<file path="config.mk">
export PLATFORM = sky130hd
export DESIGN_NAME = midpoint_line_rasterizer_core
export DESIGN_NICKNAME = d
export VERILOG_FILES = /design/src/design/mlr_pkg.sv /design/src/design/mlr_setup.sv /design/src/design/mlr_step.sv /design/src/design/midpoint_line_rasterizer_core.sv
export VERILOG_INCLUDE_DIRS = /design/src /design/src/design
export SDC_FILE = /design/constraint.sdc
export NUM_CORES = 1
export LEC_CHECK = 0
export BUFFER_PORTS_ARGS = -buffer_cell sky130_fd_sc_hd__buf_2
export CORE_MARGIN = 8
export CORE_UTILIZATION = 25
export DETAILED_ROUTE_END_ITERATION = 8
export MAX_ROUTING_LAYER = met4
export RECOVER_POWER = 50
export SKIP_CTS_REPAIR_TIMING = 1
export SYNTH_ARGS = -nofsm -noshare
export SYNTH_HDL_FRONTEND = slang
export SYNTH_HIERARCHICAL = 1
export SYNTH_SLANG_ARGS = --single-unit
</file>
<file path="constraint.sdc">
create_clock -name clk -period 12.94 [get_ports clk]
set_input_delay 1.294 -clock clk [delete_from_list [all_inputs] [get_ports clk]]
set_output_delay 1.294 -clock clk [all_outputs]
set_load 0.05 [all_outputs]
</file>
<file path="src/design/midpoint_line_rasterizer_core_assert.svh">
// Assertion macros shared by the midpoint line rasterizer modules.
// Each macro expects a clock named clk and an active-low reset named arst_n.
`ifndef MIDPOINT_LINE_RASTERIZER_CORE_ASSERT_SVH
`define MIDPOINT_LINE_RASTERIZER_CORE_ASSERT_SVH

// Antecedent and consequent checked in the same cycle.
`define MLR_ASSERT_SAME(label, ante, cons, msg) \
	label: assert property (@(posedge clk) disable iff (!arst_n) (ante) |-> (cons)) \
		else $error(msg);

// Consequent checked in the cycle after the antecedent.
`define MLR_ASSERT_NEXT(label, ante, cons, msg) \
	label: assert property (@(posedge clk) disable iff (!arst_n) (ante) |=> (cons)) \
		else $error(msg);

`endif

</file>
<file path="src/design/mlr_pkg.sv">
// Shared types and constants for the midpoint line rasterizer.
// No dependencies; used by mlr_setup, mlr_step and the top level.
package mlr_pkg;

	localparam int COORD_BITS_DEF = 12;
	localparam int PIX_BITS       = 13;
	localparam int NEAR_END       = 6;
	localparam int OUT_TDATA_W    = ((2 * PIX_BITS + 7) / 8) * 8;

	// Position of an item's result within a thick step.
	localparam logic [1:0] SLOT_SIDE_FIRST  = 2'd0;
	localparam logic [1:0] SLOT_SIDE_SECOND = 2'd1;

	typedef logic signed [PIX_BITS-1:0] pix_t;

	typedef enum logic {
		OP_BEGIN = 1'b0,
		OP_STEP  = 1'b1
	} op_t;

	typedef enum logic [1:0] {
		SLOPE_SHALLOW_UP = 2'd0,
		SLOPE_STEEP_UP   = 2'd1,
		SLOPE_SHALLOW_DN = 2'd2,
		SLOPE_STEEP_DN   = 2'd3
	} slope_t;

	typedef enum logic [1:0] {
		KIND_START = 2'd0,
		KIND_LINE  = 2'd1,
		KIND_SIDE  = 2'd2,
		KIND_END   = 2'd3
	} kind_t;

	typedef struct packed {
		logic more;   // major axis has not reached the end yet
		logic wide;   // side pixels go out before the line pixel
		logic last;   // current result is the final one of the step
	} step_ctl_t;

endpackage

</file>
<file path="src/design/mlr_setup.sv">
// Begin-item setup: slope case selection, endpoint swap and midpoint terms.
// Depends on mlr_pkg.
module mlr_setup #(
	parameter int COORD_BITS = mlr_pkg::COORD_BITS_DEF
) (
	input  logic signed [COORD_BITS-1:0] x1,
	input  logic signed [COORD_BITS-1:0] y1,
	input  logic signed [COORD_BITS-1:0] x2,
	input  logic signed [COORD_BITS-1:0] y2,
	output logic signed [COORD_BITS:0]   start_x,
	output logic signed [COORD_BITS:0]   start_y,
	output logic signed [COORD_BITS-1:0] stop_x,
	output logic signed [COORD_BITS-1:0] stop_y,
	output mlr_pkg::slope_t              slope,
	output logic signed [COORD_BITS+3:0] decision,
	output logic signed [COORD_BITS+3:0] incr_straight,
	output logic signed [COORD_BITS+3:0] incr_diagonal
);

	localparam int DW   = COORD_BITS + 1;
	localparam int DecW = COORD_BITS + 4;

	logic signed [DW-1:0]   dx, dy, sdx, sdy;
	logic signed [DW:0]     sum;
	logic                   swap;
	logic signed [DecW-1:0] ex, ey;

	assign dx  = DW'(x2) - DW'(x1);
	assign dy  = DW'(y2) - DW'(y1);
	assign sum = (DW+1)'(dx) + (DW+1)'(dy);

	always_comb begin
		swap  = 1'b0;
		slope = mlr_pkg::SLOPE_SHALLOW_UP;
		unique case ({y1 < y2, dx[DW-1]})
			2'b10: begin
				if (dy <= dx) slope = mlr_pkg::SLOPE_SHALLOW_UP;
				else          slope = mlr_pkg::SLOPE_STEEP_UP;
			end
			2'b11: begin
				swap = 1'b1;
				if (!sum[DW]) slope = mlr_pkg::SLOPE_STEEP_DN;
				else          slope = mlr_pkg::SLOPE_SHALLOW_DN;
			end
			2'b00: begin
				if (sum[DW] || sum == '0) slope = mlr_pkg::SLOPE_STEEP_DN;
				else                      slope = mlr_pkg::SLOPE_SHALLOW_DN;
			end
			default: begin
				swap = 1'b1;
				if (dy <= dx) slope = mlr_pkg::SLOPE_STEEP_UP;
				else          slope = mlr_pkg::SLOPE_SHALLOW_UP;
			end
		endcase
	end

	// Swapping the endpoints negates both deltas.
	assign sdx = swap ? -dx : dx;
	assign sdy = swap ? -dy : dy;
	assign ex  = DecW'(sdx);
	assign ey  = DecW'(sdy);

	assign start_x = swap ? DW'(x2) : DW'(x1);
	assign start_y = swap ? DW'(y2) : DW'(y1);
	assign stop_x  = swap ? x1 : x2;
	assign stop_y  = swap ? y1 : y2;

	always_comb begin
		unique case (slope)
			mlr_pkg::SLOPE_SHALLOW_UP: begin
				decision      = ex - (ey <<< 1);
				incr_straight = -(ey <<< 1);
				incr_diagonal = (ex - ey) <<< 1;
			end
			mlr_pkg::SLOPE_STEEP_UP: begin
				decision      = ey - (ex <<< 1);
				incr_straight = -(ex <<< 1);
				incr_diagonal = (ey - ex) <<< 1;
			end
			mlr_pkg::SLOPE_SHALLOW_DN: begin
				decision      = ex + (ey <<< 1);
				incr_straight = ey <<< 1;
				incr_diagonal = (ex + ey) <<< 1;
			end
			default: begin
				decision      = -ey - (ex <<< 1);
				incr_straight = -(ex <<< 1);
				incr_diagonal = (-ey - ex) <<< 1;
			end
		endcase
	end

endmodule

</file>
<file path="src/design/mlr_step.sv">
// Step-item logic: end test, decision update, side and line pixel selection.
// Depends on mlr_pkg.
module mlr_step #(
	parameter int COORD_BITS = mlr_pkg::COORD_BITS_DEF
) (
	input  logic signed [COORD_BITS:0]   pos_x,
	input  logic signed [COORD_BITS:0]   pos_y,
	input  logic signed [COORD_BITS-1:0] stop_x,
	input  logic signed [COORD_BITS-1:0] stop_y,
	input  logic signed [COORD_BITS+3:0] decision,
	input  logic signed [COORD_BITS+3:0] incr_straight,
	input  logic signed [COORD_BITS+3:0] incr_diagonal,
	input  mlr_pkg::slope_t              slope,
	input  logic                         thick_mode,
	input  logic [1:0]                   slot,
	output mlr_pkg::step_ctl_t           ctl,
	output mlr_pkg::pix_t                pix_x,
	output mlr_pkg::pix_t                pix_y,
	output mlr_pkg::kind_t               kind,
	output logic signed [COORD_BITS:0]   next_pos_x,
	output logic signed [COORD_BITS:0]   next_pos_y,
	output logic signed [COORD_BITS+3:0] next_decision
);

	localparam int PW = COORD_BITS + 2;
	localparam logic signed [PW-1:0] ONE     = PW'(1);
	localparam logic signed [PW-1:0] NEAR_PW = PW'(mlr_pkg::NEAR_END);

	logic signed [PW-1:0] px, py, sx, sy, remain;
	logic signed [PW-1:0] mx, my, lx, ly, minor;
	logic signed [PW-1:0] side_a, side_b, sel_side;
	logic signed [PW-1:0] side_x, side_y;
	logic                 more, diag, wide, a_neg, shallow;

	assign px = PW'(pos_x);
	assign py = PW'(pos_y);
	assign sx = PW'(stop_x);
	assign sy = PW'(stop_y);

	always_comb begin
		more   = 1'b0;
		remain = '0;
		unique case (slope) inside
			mlr_pkg::SLOPE_SHALLOW_UP, mlr_pkg::SLOPE_SHALLOW_DN: begin
				more   = px < sx;
				remain = sx - px;
			end
			mlr_pkg::SLOPE_STEEP_UP: begin
				more   = py < sy;
				remain = sy - py;
			end
			default: begin
				more   = sy < py;
				remain = py - sy;
			end
		endcase
	end

	// A tie takes the diagonal move.
	assign diag    = decision[COORD_BITS+3] || decision == '0;
	assign wide    = thick_mode && remain > NEAR_PW;
	assign shallow = slope == mlr_pkg::SLOPE_SHALLOW_UP || slope == mlr_pkg::SLOPE_SHALLOW_DN;
	assign next_decision = decision + (diag ? incr_diagonal : incr_straight);

	// Minor-axis move first, then the major-axis move for the line pixel.
	always_comb begin
		mx    = px;
		my    = py;
		lx    = px;
		ly    = py;
		a_neg = diag;
		unique case (slope)
			mlr_pkg::SLOPE_SHALLOW_UP: begin
				if (diag) my = py + ONE;
				lx = px + ONE;
				ly = my;
			end
			mlr_pkg::SLOPE_SHALLOW_DN: begin
				if (diag) my = py - ONE;
				a_neg = 1'b0;
				lx = px + ONE;
				ly = my;
			end
			mlr_pkg::SLOPE_STEEP_UP: begin
				if (diag) mx = px + ONE;
				lx = mx;
				ly = py + ONE;
			end
			default: begin
				if (diag) mx = px + ONE;
				lx = mx;
				ly = py - ONE;
			end
		endcase
	end

	assign minor    = shallow ? my : mx;
	assign side_a   = a_neg ? minor - ONE : minor + ONE;
	assign side_b   = a_neg ? minor + ONE : minor - ONE;
	assign sel_side = (slot == mlr_pkg::SLOT_SIDE_FIRST) ? side_a : side_b;
	assign side_x   = shallow ? mx : sel_side;
	assign side_y   = shallow ? sel_side : my;

	assign next_pos_x = (COORD_BITS+1)'(lx);
	assign next_pos_y = (COORD_BITS+1)'(ly);

	always_comb begin
		ctl.more = more;
		ctl.wide = wide;
		ctl.last = 1'b1;
		if (!more) begin
			pix_x = mlr_pkg::pix_t'(stop_x);
			pix_y = mlr_pkg::pix_t'(stop_y);
			kind  = mlr_pkg::KIND_END;
		end else if (wide && (slot == mlr_pkg::SLOT_SIDE_FIRST ||
				slot == mlr_pkg::SLOT_SIDE_SECOND)) begin
			pix_x    = mlr_pkg::pix_t'(side_x);
			pix_y    = mlr_pkg::pix_t'(side_y);
			kind     = mlr_pkg::KIND_SIDE;
			ctl.last = 1'b0;
		end else begin
			pix_x = mlr_pkg::pix_t'(lx);
			pix_y = mlr_pkg::pix_t'(ly);
			kind  = mlr_pkg::KIND_LINE;
		end
	end

endmodule

</file>
<file path="src/design/midpoint_line_rasterizer_core.sv">
// Midpoint line rasterizer top level: input register, line state, result register.
// Depends on mlr_pkg, mlr_setup, mlr_step and midpoint_line_rasterizer_core_assert.svh.
//
//   channel     | signals                              | payload
//   ------------+--------------------------------------+--------------------------------
//   input       | s_tvalid s_tready s_tdata s_tuser    | endpoints; tuser = operation
//   result      | m_tvalid m_tready m_tdata m_tuser    | pixel x/y; kind, line_done
//               | m_tlast                              | final result of an input item
//   thick_mode  | thick_mode_we thick_mode_wdata       | side pixel enable
//
// One result per cycle while m_tready is high. A begin item and a plain step each
// give one result from the input register; a thick step far from the end holds it
// for two side pixels, then the line pixel. A step while no line is active leaves with no result.
// Reset clears the control state only; no clearing pass is needed.
// m_tready low holds the result register and, through it, the input register.
module midpoint_line_rasterizer_core #(
	parameter int COORD_BITS = mlr_pkg::COORD_BITS_DEF
) (
	input  logic                               clk,
	input  logic                               arst_n,
	input  logic                               thick_mode_we,
	input  logic                               thick_mode_wdata,
	input  logic                               s_tvalid,
	output logic                               s_tready,
	// start_x, start_y, end_x, end_y from bit 0 up, zero padded to bytes
	input  logic [((4*COORD_BITS+7)/8)*8-1:0] s_tdata,
	// operation
	input  logic                               s_tuser,
	output logic                               m_tvalid,
	input  logic                               m_tready,
	// pixel_x, pixel_y from bit 0 up, zero padded to bytes
	output logic [mlr_pkg::OUT_TDATA_W-1:0]   m_tdata,
	// pixel_kind, line_done from bit 0 up
	output logic [2:0]                         m_tuser,
	output logic                               m_tlast
);

	localparam int C = COORD_BITS;

	// Input register
	logic                 valid_s1;
	mlr_pkg::op_t         op_s1;
	logic [4*C-1:0]       coords_s1;
	logic [1:0]           slot_q;

	// Line state
	logic signed [C:0]    pos_x_q, pos_y_q;
	logic signed [C-1:0]  stop_x_q, stop_y_q;
	logic signed [C+3:0]  decision_q, incr_straight_q, incr_diagonal_q;
	mlr_pkg::slope_t      slope_q;
	logic                 line_active_q;
	logic                 thick_q;

	// Result register
	logic                 m_valid_q;
	mlr_pkg::pix_t        pix_x_q, pix_y_q;
	mlr_pkg::kind_t       kind_q;
	logic                 last_q;

	// Setup outputs
	logic signed [C:0]    su_start_x, su_start_y;
	logic signed [C-1:0]  su_stop_x, su_stop_y;
	mlr_pkg::slope_t      su_slope;
	logic signed [C+3:0]  su_decision, su_incr_straight, su_incr_diagonal;

	// Step outputs
	mlr_pkg::step_ctl_t   step_ctl;
	mlr_pkg::pix_t        st_pix_x, st_pix_y;
	mlr_pkg::kind_t       st_kind;
	logic signed [C:0]    st_next_x, st_next_y;
	logic signed [C+3:0]  st_next_decision;

	logic                 is_step, idle_step, out_free, emit, item_last, retire, s_acc;
	mlr_pkg::pix_t        res_x, res_y;
	mlr_pkg::kind_t       res_kind;

	mlr_setup #(.COORD_BITS(COORD_BITS)) u_setup (
		.x1            (coords_s1[C-1:0]),
		.y1            (coords_s1[2*C-1:C]),
		.x2            (coords_s1[3*C-1:2*C]),
		.y2            (coords_s1[4*C-1:3*C]),
		.start_x       (su_start_x),
		.start_y       (su_start_y),
		.stop_x        (su_stop_x),
		.stop_y        (su_stop_y),
		.slope         (su_slope),
		.decision      (su_decision),
		.incr_straight (su_incr_straight),
		.incr_diagonal (su_incr_diagonal)
	);

	mlr_step #(.COORD_BITS(COORD_BITS)) u_step (
		.pos_x         (pos_x_q),
		.pos_y         (pos_y_q),
		.stop_x        (stop_x_q),
		.stop_y        (stop_y_q),
		.decision      (decision_q),
		.incr_straight (incr_straight_q),
		.incr_diagonal (incr_diagonal_q),
		.slope         (slope_q),
		.thick_mode    (thick_q),
		.slot          (slot_q),
		.ctl           (step_ctl),
		.pix_x         (st_pix_x),
		.pix_y         (st_pix_y),
		.kind          (st_kind),
		.next_pos_x    (st_next_x),
		.next_pos_y    (st_next_y),
		.next_decision (st_next_decision)
	);

	assign is_step   = op_s1 == mlr_pkg::OP_STEP;
	assign idle_step = is_step && !line_active_q;
	assign out_free  = !m_valid_q || m_tready;
	assign emit      = valid_s1 && !idle_step && out_free;
	assign item_last = is_step ? step_ctl.last : 1'b1;
	// Drop an idle step at once; otherwise retire on the item's final transfer.
	assign retire    = valid_s1 && (idle_step || (emit && item_last));
	assign s_tready  = !valid_s1 || retire;
	assign s_acc     = s_tvalid && s_tready;

	assign res_x    = is_step ? st_pix_x : mlr_pkg::pix_t'(su_start_x);
	assign res_y    = is_step ? st_pix_y : mlr_pkg::pix_t'(su_start_y);
	assign res_kind = is_step ? st_kind : mlr_pkg::KIND_START;

	always_ff @(posedge clk or negedge arst_n) begin
		if (!arst_n) begin
			valid_s1      <= 1'b0;
			slot_q        <= mlr_pkg::SLOT_SIDE_FIRST;
			line_active_q <= 1'b0;
			thick_q       <= 1'b0;
			m_valid_q     <= 1'b0;
		end else begin
			if (thick_mode_we) thick_q <= thick_mode_wdata;

			if (s_acc)       valid_s1 <= 1'b1;
			else if (retire) valid_s1 <= 1'b0;

			if (retire)    slot_q <= mlr_pkg::SLOT_SIDE_FIRST;
			else if (emit) slot_q <= slot_q + 2'd1;

			if (retire && !is_step)                        line_active_q <= 1'b1;
			else if (retire && !idle_step && !step_ctl.more) line_active_q <= 1'b0;

			if (emit)          m_valid_q <= 1'b1;
			else if (m_tready) m_valid_q <= 1'b0;
		end
	end

	always_ff @(posedge clk) begin
		if (s_acc) begin
			op_s1     <= mlr_pkg::op_t'(s_tuser);
			coords_s1 <= s_tdata[4*C-1:0];
		end
		if (retire && !is_step) begin
			pos_x_q         <= su_start_x;
			pos_y_q         <= su_start_y;
			stop_x_q        <= su_stop_x;
			stop_y_q        <= su_stop_y;
			slope_q         <= su_slope;
			decision_q      <= su_decision;
			incr_straight_q <= su_incr_straight;
			incr_diagonal_q <= su_incr_diagonal;
		end else if (retire && !idle_step && step_ctl.more) begin
			pos_x_q    <= st_next_x;
			pos_y_q    <= st_next_y;
			decision_q <= st_next_decision;
		end
		if (emit) begin
			pix_x_q <= res_x;
			pix_y_q <= res_y;
			kind_q  <= res_kind;
			last_q  <= item_last;
		end
	end

	assign m_tvalid = m_valid_q;
	assign m_tdata  = mlr_pkg::OUT_TDATA_W'({pix_y_q, pix_x_q});
	assign m_tuser  = {kind_q == mlr_pkg::KIND_END, kind_q};
	assign m_tlast  = last_q;

`include "midpoint_line_rasterizer_core_assert.svh"

	`MLR_ASSERT_NEXT(a_emit_loads_out, emit, m_valid_q, "result transfer lost")
	`MLR_ASSERT_NEXT(a_end_closes_line, emit && res_kind == mlr_pkg::KIND_END,
		!line_active_q, "line still active after end pixel")
	`MLR_ASSERT_NEXT(a_begin_opens_line, retire && !is_step, line_active_q,
		"begin did not start a line")
	`MLR_ASSERT_SAME(a_slot_only_wide, slot_q != mlr_pkg::SLOT_SIDE_FIRST,
		valid_s1 && is_step && step_ctl.wide, "side slot advanced outside a thick step")

endmodule

</file>
==> results of run 1 <==
worst max path at each step:
stage                                       start                       end  slack, ps  depth (start not counted)
after floorplan            coords_s1[0]$_DFFE_PP_  decision_q[15]$_DFFE_PP_       5420                         32
after global placement    coords_s1[24]$_DFFE_PP_  decision_q[15]$_DFFE_PP_       4850                         30
after detailed placement  coords_s1[24]$_DFFE_PP_  decision_q[15]$_DFFE_PP_       4690                         30
after CTS                 coords_s1[24]$_DFFE_PP_  decision_q[15]$_DFFE_PP_       4660                         30
after global routing      coords_s1[24]$_DFFE_PP_  decision_q[15]$_DFFE_PP_       3670                         30
final                     coords_s1[24]$_DFFE_PP_  decision_q[15]$_DFFE_PP_       4390                         30
state kept, by name (all words and copies together) (netlist names), 13 cells and up:
name,cells
pix_y_q,13
pos_y_q,13
coords_s1,48
pos_x_q,13
incr_diagonal_q,16
decision_q,16
pix_x_q,13
incr_straight_q,16
critical path, delay by kind of cell, from the launching register on:
kind                       cells  cell delay (ps)
AOI/OAI and AO/OA             10             2790
and+or+nand+nor               10             2600
adders and majority gates      4             1060
DFF                            1              360
buffers and inverters          3              820
xor gates and xnor gates       2              400
muxes                          1              250
metrics by stage:
stage	hold slack [ps]	std cells	util (%)	cell area (µm²)
after global routing	608	3688	27.3	23600
final	585	3688	27.3	23600
after global placement	551	3653	26.8	23100
after CTS	590	3685	27.5	23700
after floorplan	507	2501	-	21700
after detailed placement	564	3653	26.8	23100
area by class of cell:
class	instances	area, µm²	area share, %
Inverter	194	728	3.09
Clock buffer	17	425	1.80
Clock inverter	15	200	0.848
Sequential cell	184	5500	23.3
Tap cell	1155	1450	6.12
Multi-Input combinational cell	2001	14700	62.3
Antenna cell	3	7.51	0.0318
Timing Repair Buffer	119	604	2.56
routing by layer:
metal  share of wire, %  global-route usage, %  up-vias
met5                  0                      -        -
met1                 46                   18.8     8858
met4                2.9                   4.89        0
met2                 45                   22.2      612
li1                   -                      -     9034
met3                6.1                   1.48       85
cells in the final DEF (no fill, tap or decap), types with 53 or more instances in the layout:
master	instances
nor2_1	169
inv_1	190
nand2_1	241
ha_1	217
clkbuf_1	53
o21ai_0	170
xor2_1	56
xnor2_1	159
a21oi_1	161
edfxtp_1	178
nand3_1	61
==> metrics.yaml, run 1 <==
rrSetupSlack_ps: 4390
firstDrtPassIters: 5
overflow: 0
fin_skew_ps: 19.5
holdPathEnd: "line_active_q$_DFFE_PN0P_"
cp-end-kind: "flop"
io_buffers: 86
track_usage_pct: 14.1
worst_ep_arrival_time_ps: 8770
row_count: 108
avgSynthCellArea_um2: 8.68
drv_cap: 3
min_period_ps: 8550
clock_sinks: 184
via_count: 18600
grt_max_degree: 66
synthesis.area_um2: 21600
hold_start: "line_active_q$_DFFE_PN0P_"
drt-initial-drc-count: 1746
grt_pass1_wl_mm: 104
clock_latency_ps: 470
area_growth_pct: 9.04
root_buffer: "clkbuf_16"
violations: "max-capacitance violations, max-slew violations"
routed_via_density: 5.04
hold_class: "reg -> reg"
worstReg2RegStart: "coords_s1[24]$_DFFE_PP_"
nNetsFinal: 2805
whs_path_depth: 2
wire_per_inst_um: 18.2
antenna_found_initial: 7
first_global_vias: 17800
cts-buffers-inserted: 17
ioPinCount: 93
finalCritPeriodShare_pct: 66.1
rsz0062_at_grt: "no"
final.setup.tns_ps: 0
dpl_worst_slack_ps: 4690
slew_headroom_pct: -39.5
drcViolationCount: 0
clock_path_buffers: 2
wirelength_mm: 67.3
timing.rr.end: "decision_q[15]$_DFFE_PP_"
fmax_mhz: 117
slew_violations: 91
yosysWarnings: 6
final-hold-violation-count: 0
clk_pin_slew_ps: 90
finalSetupViolations: 0
path_class: "reg -> reg"
finalWorstSetupSlack_ps: 4390
h-tree-depth: 4
die_x_um: 310
cp-start-kind: "flop"
crit_required_ps: 13150
die_y_um: 310
ant_nets: 0
tightest_slew_ps: 2090
status: "complete, but fails checks"
die_area_um2: 96200
synthCells: 2495
slowest_delay_ps: 920
worstPathMaxFanout: 55
core-area_um2: 86300
tritoncts: "yes"
start_util_pct: 25.1
crit_path_frequent_cell: "ha_1"
slowest_stage: "o21ai_1"
num-fill-cells: 9232
reg2reg_depth: 30
dpl.hpwl_mm: 53.5
layout-drive-gt1-share_pct: 9.41
place_congestion: 0.891
Power of run 1 is left out: the tool's default activity adds up to more than one toggle a clock period on the data nets, which glitch-free logic cannot reach.
==> inputs of run 2 (changes only) <==
- clock period: 12.94 -> 7.6 ns (I/O delays scaled with it)
==> run 2 against run 1 <==
  * The flow still finishes with violations (max-capacitance violations, max-slew violations)
  * Clock-buffer cell count up 1
  * Final area up 0.62%
  * Clock skew down 2.9 ps
  * Flip-flop and latch count unchanged
==> metrics.yaml, run 2 (synthesis results as in run 1) <==
status: "complete, but fails checks"
violations: "max-capacitance violations, max-slew violations"
path_class: "reg -> reg"
drt-initial-drc-count: 1941  # +11%
final-hold-violation-count: 0  # unchanged
crit_start: "coords_s1[0]$_DFFE_PP_"
largest_reg_flops: 48  # unchanged
clock_sinks: 184  # unchanged
h-tree-depth: 4  # unchanged
finalCritPeriodShare_pct: 94.1  # +28 points
ioPinCount: 93  # unchanged
clk_pin_slew_ps: 90  # about the same
drv_cap: 4  # +1
finalWorstSetupSlack_ps: 451  # -3940 ps
reg2reg_depth: 30  # unchanged
final_cell_mix: "nand2_1, ha_1, inv_1"
worstPathMaxFanout: 10  # -82%
finalSetupViolations: 0  # unchanged
clock_path_buffers: 2  # unchanged
dpl.hpwl_mm: 54.6  # +2.0%
first_global_vias: 17500  # -2.1%
slew_headroom_pct: -157  # -120 points
die_area_um2: 96200  # unchanged
drcViolationCount: 0  # unchanged
hold_ws_ps: 193  # -392 ps
fin_skew_ps: 16.6  # -2.90 ps
row_count: 108  # unchanged
slew_violations: 150  # +65%
rsz0062_at_grt: "no"
tritoncts: "yes"
slowest_stage: "edfxtp_1"
root_buffer: "clkbuf_16"
io_buffers: 86  # unchanged
via_count: 18500  # -0.42%
hold_class: "in -> async"
layout_commonest_cell: "nand2_1"
grt_pass1_wl_mm: 105  # +0.54%
track_usage_pct: 14.4  # +0.31 points
slowest_delay_ps: 430  # -490 ps
core-area_um2: 86300  # unchanged
die_y_um: 310  # unchanged
place_congestion: 0.921  # +3.4%
cts-buffers-inserted: 17  # unchanged
layout-drive-gt1-share_pct: 10.4  # +1.0 points
die_x_um: 310  # unchanged
fmax_mhz: 140  # +20%
antenna_found_initial: 9  # +2
wirelength_mm: 68.8  # +2.3%
ant_nets: 0  # unchanged
min_period_ps: 7150  # -1400 ps
cp-start-kind: "flop"
timing.rr.end: "decision_q[15]$_DFFE_PP_"
firstDrtPassIters: 5  # unchanged
overflow: 0  # unchanged
area_growth_pct: 9.72
worstReg2RegStart: "coords_s1[0]$_DFFE_PP_"
wire_per_inst_um: 18.6  # +2.1%
worst_ep_arrival_time_ps: 7390  # -1380 ps
final.setup.tns_ps: 0  # unchanged
clock_latency_ps: 490  # +20 ps
cp-end-kind: "flop"
num-fill-cells: 9257  # +0.27%
nNetsFinal: 2814  # +0.32%
start_util_pct: 25.1  # unchanged
regMostFlops: "coords_s1"
routed_via_density: 5.01  # -0.61%
tightest_slew_ps: 3850  # +1760 ps
dpl_worst_slack_ps: 386  # -4310 ps
crit_required_ps: 7840  # -5310 ps
grt_max_degree: 61  # -7.6%
rrSetupSlack_ps: 450  # -3940 ps
[run 2: changes by cell type in the layout (fill, tap and decap cells not counted), sizes merged]
cell    previous run  this run
diode              3         1
clkinv             8         9
inv              200       199
buf               66        71
clkbuf            70        75
bufinv             1         0
[run 2: final cells by class]
cell class | instances | area [µm²] | area share [%]
antenna | 1 | 2.50 | 0.0105
clock buffer | 18 | 429 | 1.81
clock inverter | 14 | 178 | 0.748
inverter | 194 | 728 | 3.07
multi-input combinational | 2001 | 14800 | 62.3
sequential | 184 | 5500 | 23.1
tap | 1155 | 1450 | 6.09
timing repair buffer | 128 | 678 | 2.86
[run 2: how the worst max path moves through the flow]
stage / end / slack, ps / cells past startpoint
after floorplan: decision_q[15]$_DFFE_PP_ / 80 / 32
after global placement: decision_q[15]$_DFFE_PP_ / 520 / 29
final: decision_q[15]$_DFFE_PP_ / 450 / 30
after detailed placement: incr_diagonal_q[15]$_DFFE_PP_ / 390 / 28
after global routing: decision_q[15]$_DFFE_PP_ / 10 / 30
after CTS: incr_diagonal_q[15]$_DFFE_PP_ / 360 / 28
[run 2: worst max-delay path, delay by kind of cell, from the launching register on]
kind,cells,cell delay [ps]
and+or+nand+nor,11,2470
AOI/OAI and AO/OA,9,1740
adders and majority gates,4,1220
xor gates and xnor gates,3,550
DFF,1,430
buffers and inverters,2,250
muxes,1,250
[run 2: routing by layer]
metal / vias to the layer above / track usage [%] / routed length, µm
li1: 9041 / - / -
met1: 8835 / 19.0 / 31900
met2: 553 / 22.6 / 31300
met3: 82 / 2.38 / 3830
met4: 0 / 4.35 / 1720
met5: - / - / 0
[run 2: through the flow]
step / area (µm²) / util [%] / instances
2_1_floorplan: 21700 / - / 2501
6_report: 23700 / 27.5 / 3695
3_3_place_gp: 23200 / 26.9 / 3662
3_5_place_dp: 23200 / 26.9 / 3662
4_1_cts: 23800 / 27.6 / 3694
5_1_grt: 23700 / 27.5 / 3695
Power of run 2 is left out for the same reason.
